<file path="src/sv/bqeq_ram.sv">
// ----------------------------------------------------------------------------
// Generic RAM
// One write port and one read port; the read data is registered.
// ----------------------------------------------------------------------------
module bqeq_ram #(
   parameter int WIDTH = 8,
   parameter int DEPTH = 16,
   localparam int ADDR_W = (DEPTH > 1) ? $clog2(DEPTH) : 1
) (
   input  logic              clock,
   input  logic              wr_en,
   input  logic [ADDR_W-1:0] wr_addr,
   input  logic [WIDTH-1:0]  wr_data,
   input  logic              rd_en,
   input  logic [ADDR_W-1:0] rd_addr,
   output logic [WIDTH-1:0]  rd_data
);

   logic [WIDTH-1:0] mem_ff [DEPTH];
   logic [WIDTH-1:0] rd_data_ff;

   always_ff @(posedge clock) begin
      if (wr_en) begin
         mem_ff[wr_addr] <= wr_data;
      end
      if (rd_en) begin
         rd_data_ff <= mem_ff[rd_addr];
      end
   end

   assign rd_data = rd_data_ff;

endmodule

</file>
<file path="config.mk">
export PLATFORM = sky130hd
export DESIGN_NAME = bqeq_ram
export DESIGN_NICKNAME = d
export VERILOG_FILES = /design/src/sv/bqeq_ram.sv
export SDC_FILE = /design/constraint.sdc
export NUM_CORES = 1
export LEC_CHECK = 0
export BUFFER_PORTS_ARGS = -buffer_cell sky130_fd_sc_hd__clkbuf_2
export CAP_MARGIN = 20
export CELL_PAD_IN_SITES_DETAIL_PLACEMENT = 0
export CELL_PAD_IN_SITES_GLOBAL_PLACEMENT = 1
export CORE_UTILIZATION = 49
export DETAILED_ROUTE_END_ITERATION = 16
export PLACE_DENSITY_LB_ADDON = 0.1
export SYNTH_ARGS = -nofsm -noshare
export SYNTH_HDL_FRONTEND = slang
export SYNTH_SLANG_ARGS = --single-unit
export TNS_END_PERCENT = 50
</file>
<file path="constraint.sdc">
create_clock -name clock -period 2.05 [get_ports clock]
set_input_delay 0.205 -clock clock [delete_from_list [all_inputs] [get_ports clock]]
set_output_delay 0.205 -clock clock [all_outputs]
set_load 0.01 [all_outputs]
</file>
# Word-level counts from Yosys, hierarchy flattened
# Memories as Yosys holds them, arrays and structs flattened. A register that Yosys moved wholly into a read port is not among the register bits.
# Index checks and enable logic that the tools add are counted.
# classes
mux	2
# ops
operator	count
$mux 1	2
# totals
regBits	0
ramBits	128
inputBits	19
word_cells	3
memories	1
# memory_table
memory	depth	width	read_ports	rd_clocked_by_memory_dff	write_ports	line_no	rtl
mem_ff	16	8	1	1	1	19	logic [WIDTH-1:0] mem_ff [DEPTH];

# Logic depth before layout (Yosys ltp)
# Gate-level depths: netlist of run 1.
# depth
ltp_word	2
depth_mapped	5
mapped_depth_nobuf	3

# Least setup slack after synthesis of run 1
# No wires, ideal clock.
# synth_timing
path_type	in2reg
start	in wr_addr[2]
end	mem mem_ff[0][0] (enable)
setup_ns	0.383
arrival_ns	1.315
path_slack_ns	0.352
cell_stages	2
path_cell_list	or3b_2 nor3_1
# synth_lines
item	line_no	rtl
from (decl)	12	input logic [ADDR_W-1:0] wr_addr,
to (decl)	19	
# Straight into the memory's write port.

==> metrics.yaml, run 1 <==
grt.total_usage_pct: 19.7
portBuffers: 26
gp_congestion: 0.738
num_io_pins: 27
post-place-ws_ns: 0.236
p_leak_nw: 2.14
top_layer_used: "met4"
netlist_area_um2: 5230
met2WireLength_um: 4670
fmax_mhz: 672
rows: 37
swShare_pct: 19.8
final_hold_viol_count: 0
wl_um: 9710
dr.pass1.iters: 4
maxCapViolCount: 0
antenna_found_initial: 0
cp_max_fo: 1
holdPathStages: 1
vias_per_cell: 5.62
insertion_delay_ns: 0.53
post_cts_buffers: 0
antenna_cells: 0
finalClockSkew_ns: 0.00622
fin_crit_ns: 1.49
layout_setup_ws_ns: 0.561
pwr-share-comb_pct: 4.3
die_w_um: 105
cts_resized: 0
hp-class: "primary input to register"
relSlewSlack_pct: 75.9
p_per_area_nw_per_um2: 1070
grt_max_degree: 33
drt-met1-wl_um: 4450
peakVddDrop_mv: 0.529
hold_slack_ns: 0.0981
layout_common_cells: "edfxtp_1, clkbuf_2, buf_4, mux4_2"
netSwitchingPower_mw: 1.32
slew_viol_final: 0
endpoint_kind: "register"
drcViolationCount: 0
initial_utilization_pct: 50.6
grt-ovfl-total: 0
cts_root_buffer: "clkbuf_8"
fin_nets: 305
ant_nets: 0
seqPwrFrac_pct: 47.2
crit_arrival_ns: 1.76
syn2layout_area_growth_pct: 20.0
start_kind: "register"
grt_pass1_vias: 2501
routedWlPerCell_um: 22.3
place_inst: 403
dieArea_um2: 11100
synthesis.instances: 229
ctsHtreeMaxLevel: 4
grt_pass1_wl_um: 14900
drt_iter0_drc: 153
critPathKind: "register to register"
worstPathRequired_ns: 2.32
die_y_um: 105
finalSetupViolCount: 0
numCtsBuffers: 17
p_clk_share_pct: 48.5
cts_tree: "built"
ys_warn_count: 0
fin_tns_setup_ns: 0
clock_path_buffers: 2
instances_no_fill: 435
tightest_slew_ns: 0.362
cts_hold_buffers: 0
drive_above_1_share_pct: 32.8
hpwl_um: 6400
via_count: 2445
synth-seq-area-share_pct: 78.1
clkSinkCount: 136
ys_ff_latch: 136
wl_met3_um: 462
final_common_cell: "edfxtp_1"
status: "completed"
core_um2: 10300
path_clk_slew_ns: 0.06
ff2ff_path_depth: 3
finalCritPeriodShare_pct: 72.6
syn_avg_cell_area_um2: 22.8
internal_power_mw: 5.36
rsz0062_at_grt: "no"
synth_cell_types: 18
synth_fp_nets: 248
-- per-layer routing --
layer | global-route usage [%] | vias to the layer above
met1 | 27.0 | 1259
met2 | 29.7 | 73
met4 | 7.24 | 0
met3 | 6.43 | 15
met5 | 0 | -
li1 | - | 1098
-- worst paths after layout --
path                       endpoint  slack [ns]                    start
max reg2reg    rd_data[0]$_DFFE_PP_        0.56   mem_ff[0][0]$_DFFE_PP_
max            rd_data[0]$_DFFE_PP_        0.56   mem_ff[0][0]$_DFFE_PP_
min          mem_ff[6][6]$_DFFE_PP_         0.1               wr_data[6]
min reg2reg    rd_data[2]$_DFFE_PP_        0.75  mem_ff[15][2]$_DFFE_PP_
-- Yosys cell counts --
cell             instances  area [µm²]
a22oi_1                 16         120
and2_1                   1        6.26
and2b_1                  1        7.51
buf_2                    3        15.0
buf_4                    1        7.51
buf_6                    3        33.8
clkdlybuf4s25_2          3        30.0
edfxtp_1               136        4080
mux4_1                  14         368
mux4_2                  18         405
nand2_1                  9        33.8
nand2b_1                 2        12.5
nand3_1                  1        5.00
nand3b_1                 2        15.0
nor2_1                  13        48.8
nor2b_1                  1        6.26
nor3_1                   4        20.0
or3b_2                   1        8.76
-- cell families after synthesis --
| family | synth area share [%] |
|---|---|
| muxes | 14.8 |
| DFF | 78.1 |
| AOI/OAI and AO/OA | 2.30 |
| buffers and inverters | 1.65 |
| and+or+nand+nor | 3.14 |
-- state kept, by name, summed over array words and instances, names as in the netlist --
| name | cells |
|---|---|
| rd_data | 8 |
| mem_ff | 128 |
-- through the flow --
stage / cell area (µm²) / power, mW / util (%)
after floorplan: 5230 / 3.37 / -
after global placement: 5630 / 3.50 / 54.6
after detailed placement: 5630 / 3.50 / 54.6
after CTS: 6270 / 6.73 / 60.7
after global routing: 6270 / 6.87 / 60.7
final: 6270 / 6.68 / 60.7
-- worst max-delay path: stages (launching register included) --
cell and delay, ns:
edfxtp_1 0.37, mux4_1 0.49, a22oi_1 0.25, nand2_1 0.11
-- final cells by class --
class	instances	area, µm²
fillers	723	4050
clock buffers	17	414
flip-flops and latches	136	4080
clock inverters	15	225
multi-input cells	83	1060
repair buffers	48	320
well taps	136	170
-- power by group through the flow --
stage | Combinational (mW) | Clock (mW) | Sequential (mW)
after floorplan | 0.158 | 0 | 3.21
after CTS | 0.295 | 3.28 | 3.15
final | 0.289 | 3.24 | 3.15
after detailed placement | 0.293 | 0 | 3.21
after global routing | 0.317 | 3.40 | 3.16
after global placement | 0.289 | 0 | 3.21
No activity file was read; power rests on OpenSTA's default activity.
==> run 2, diff against run 1 <==
==> constraint.sdc (replaced) <==
create_clock -name clock -period 1.6 [get_ports clock]
set_input_delay 0.16 -clock clock [delete_from_list [all_inputs] [get_ports clock]]
set_output_delay 0.16 -clock clock [all_outputs]
set_load 0.01 [all_outputs]
==> metrics.yaml, run 2 (synthesized netlist as in run 1, its figures left out) <==
met2WireLength_um: 5100  # +9.2%
cts_hold_buffers: 0  # unchanged
seqPwrFrac_pct: 48.7  # +1.5 points
insertion_delay_ns: 0.51  # -0.02 ns
num_io_pins: 27  # unchanged
r2r_start: "mem_ff[11][0]$_DFFE_PP_"
fmax_mhz: 651  # -3.0%
finalCritPeriodShare_pct: 96.0  # +23 points
rsz0062_at_grt: "no"
portBuffers: 26  # unchanged
wl_met3_um: 486  # +5.2%
drt_iter0_drc: 216  # +41%
core_um2: 10300  # unchanged
clock_path_buffers: 2  # unchanged
hold_slack_ns: 0.0606  # -0.0375 ns
slew_viol_final: 0  # unchanged
relSlewSlack_pct: 73.7  # -2.2 points
cts_root_buffer: "clkbuf_8"
p_leak_nw: 2.17  # +1.2%
p_per_area_nw_per_um2: 1310  # +23%
dieArea_um2: 11100  # unchanged
antenna_found_initial: 0  # unchanged
ant_nets: 0  # unchanged
endpoint_kind: "register"
largest-register: "mem_ff"
drive_above_1_share_pct: 34.3  # +1.5 points
post_cts_buffers: 0  # unchanged
dr.pass1.iters: 4  # unchanged
layout_common_cells: "edfxtp_1, clkbuf_2, buf_4, mux4_2"
via_count: 2550  # +4.3%
fin_nets: 312  # +2.3%
maxCapViolCount: 0  # unchanged
cts_resized: 0  # unchanged
hpwl_um: 6690  # +4.6%
path_clk_slew_ns: 0.06  # about the same
initial_utilization_pct: 50.6  # unchanged
startpoint: "mem_ff[11][0]$_DFFE_PP_"
largest_register_ffs: 128  # unchanged
drcViolationCount: 0  # unchanged
syn2layout_area_growth_pct: 20.6
internal_power_mw: 6.57  # +23%
ctsHtreeMaxLevel: 4  # unchanged
gp_congestion: 0.695  # -5.8%
grt.total_usage_pct: 20.6  # +0.94 points
die_w_um: 105  # unchanged
netSwitchingPower_mw: 1.72  # +30%
clkSinkCount: 136  # unchanged
fin_crit_ns: 1.54  # +0.0465 ns
ff2ff_path_depth: 3  # unchanged
numCtsBuffers: 17  # unchanged
grt-ovfl-total: 0  # unchanged
final_common_cell: "edfxtp_1"
start_kind: "register"
critPathKind: "register to register"
finalClockSkew_ns: 0.00829  # +0.00207 ns
finalSetupViolCount: 0  # unchanged
p_total_mw: 8.29  # +24%
final_hold_viol_count: 0  # unchanged
ff2ff_setup_slack_ns: 0.06  # -0.50 ns
cp_max_fo: 1  # unchanged
swShare_pct: 20.8  # +0.99 points
r2r-end: "rd_data[0]$_DFFE_PP_"
top_layer_used: "met4"
antenna_cells: 0  # unchanged
grt_pass1_wl_um: 15600  # +5.3%
drt-met1-wl_um: 4860  # +9.2%
p_clk_share_pct: 46.4  # -2.1 points
hp-class: "primary input to register"
status: "completed"
worstPathRequired_ns: 1.84  # -0.48 ns
cts_tree: "built"
rows: 37  # unchanged
tightest_slew_ns: 0.395  # +0.0330 ns
pwr-share-comb_pct: 4.9  # +0.6 points
grt_pass1_vias: 2520  # +0.76%
routedWlPerCell_um: 23.8  # +6.6%
vias_per_cell: 5.77  # +2.6%
grt_max_degree: 19  # -42%
die_y_um: 105  # unchanged
wl_um: 10500  # +8.3%
cp-endpoint: "rd_data[0]$_DFFE_PP_"
fillers: 744  # +2.9%
peakVddDrop_mv: 0.742  # +40%
crit_arrival_ns: 1.77  # about the same
==> run 2: critical path: stages, from the launching register on <==
cell and delay [ns]:
edfxtp_1 0.36, mux4_2 0.51, a22oi_1 0.27, nand2_1 0.12
==> run 2: final cells by class <==
class / instances / area [µm²] / share of cell area (%)
clock buffer: 17 / 414 / 6.57
clock inverter: 15 / 175 / 2.78
multi-input combinational: 83 / 1060 / 16.9
sequential: 136 / 4080 / 64.8
tap: 136 / 170 / 2.70
timing repair buffer: 55 / 398 / 6.31
==> run 2: per-stage QoR <==
stage / TNS, ns / setup slack [ns] / cell area [µm²] / cells / utilization (%)
6_report: 0 / 0.0646 / 6300 / 442 / 61.1
5_1_grt: 0 / 0.0206 / 6300 / 442 / 61.1
4_1_cts: 0 / 0.0262 / 6300 / 442 / 61.1
3_5_place_dp: -1.24 / -0.206 / 5710 / 410 / 55.4
3_3_place_gp: -1.23 / -0.213 / 5710 / 410 / 55.4
2_1_floorplan: 0 / 0.158 / 5230 / 229 / -
==> run 2: how the worst min path moves through the flow <==
stage,cells after the start,slack (ns),from,endpoint
2_1_floorplan,0,0.26,wr_data[0],mem_ff[0][0]$_DFFE_PP_
3_3_place_gp,1,0.58,rd_data[6]$_DFFE_PP_,rd_data[6]
3_5_place_dp,1,0.58,rd_en,rd_data[0]$_DFFE_PP_
4_1_cts,1,0.04,rd_en,rd_data[2]$_DFFE_PP_
5_1_grt,1,0.04,rd_en,rd_data[1]$_DFFE_PP_
6_report,1,0.06,rd_en,rd_data[2]$_DFFE_PP_
==> run 2: power groups by stage <==
stage               sequential (mW)  combinational (mW)  clock (mW)
floorplan                      4.11               0.203           0
global placement               4.11               0.405           0
detailed placement             4.11               0.414           0
CTS                            4.04               0.417        3.90
global route                   4.04               0.442        4.03
finish                         4.03               0.410        3.84
==> run 2: metal layers <==
layer / up-vias / GRT usage, %
li1: 1115 / -
met2: 72 / 31.2
met3: 8 / 5.63
met1: 1355 / 29.6
met5: - / 0
met4: 0 / 6.34
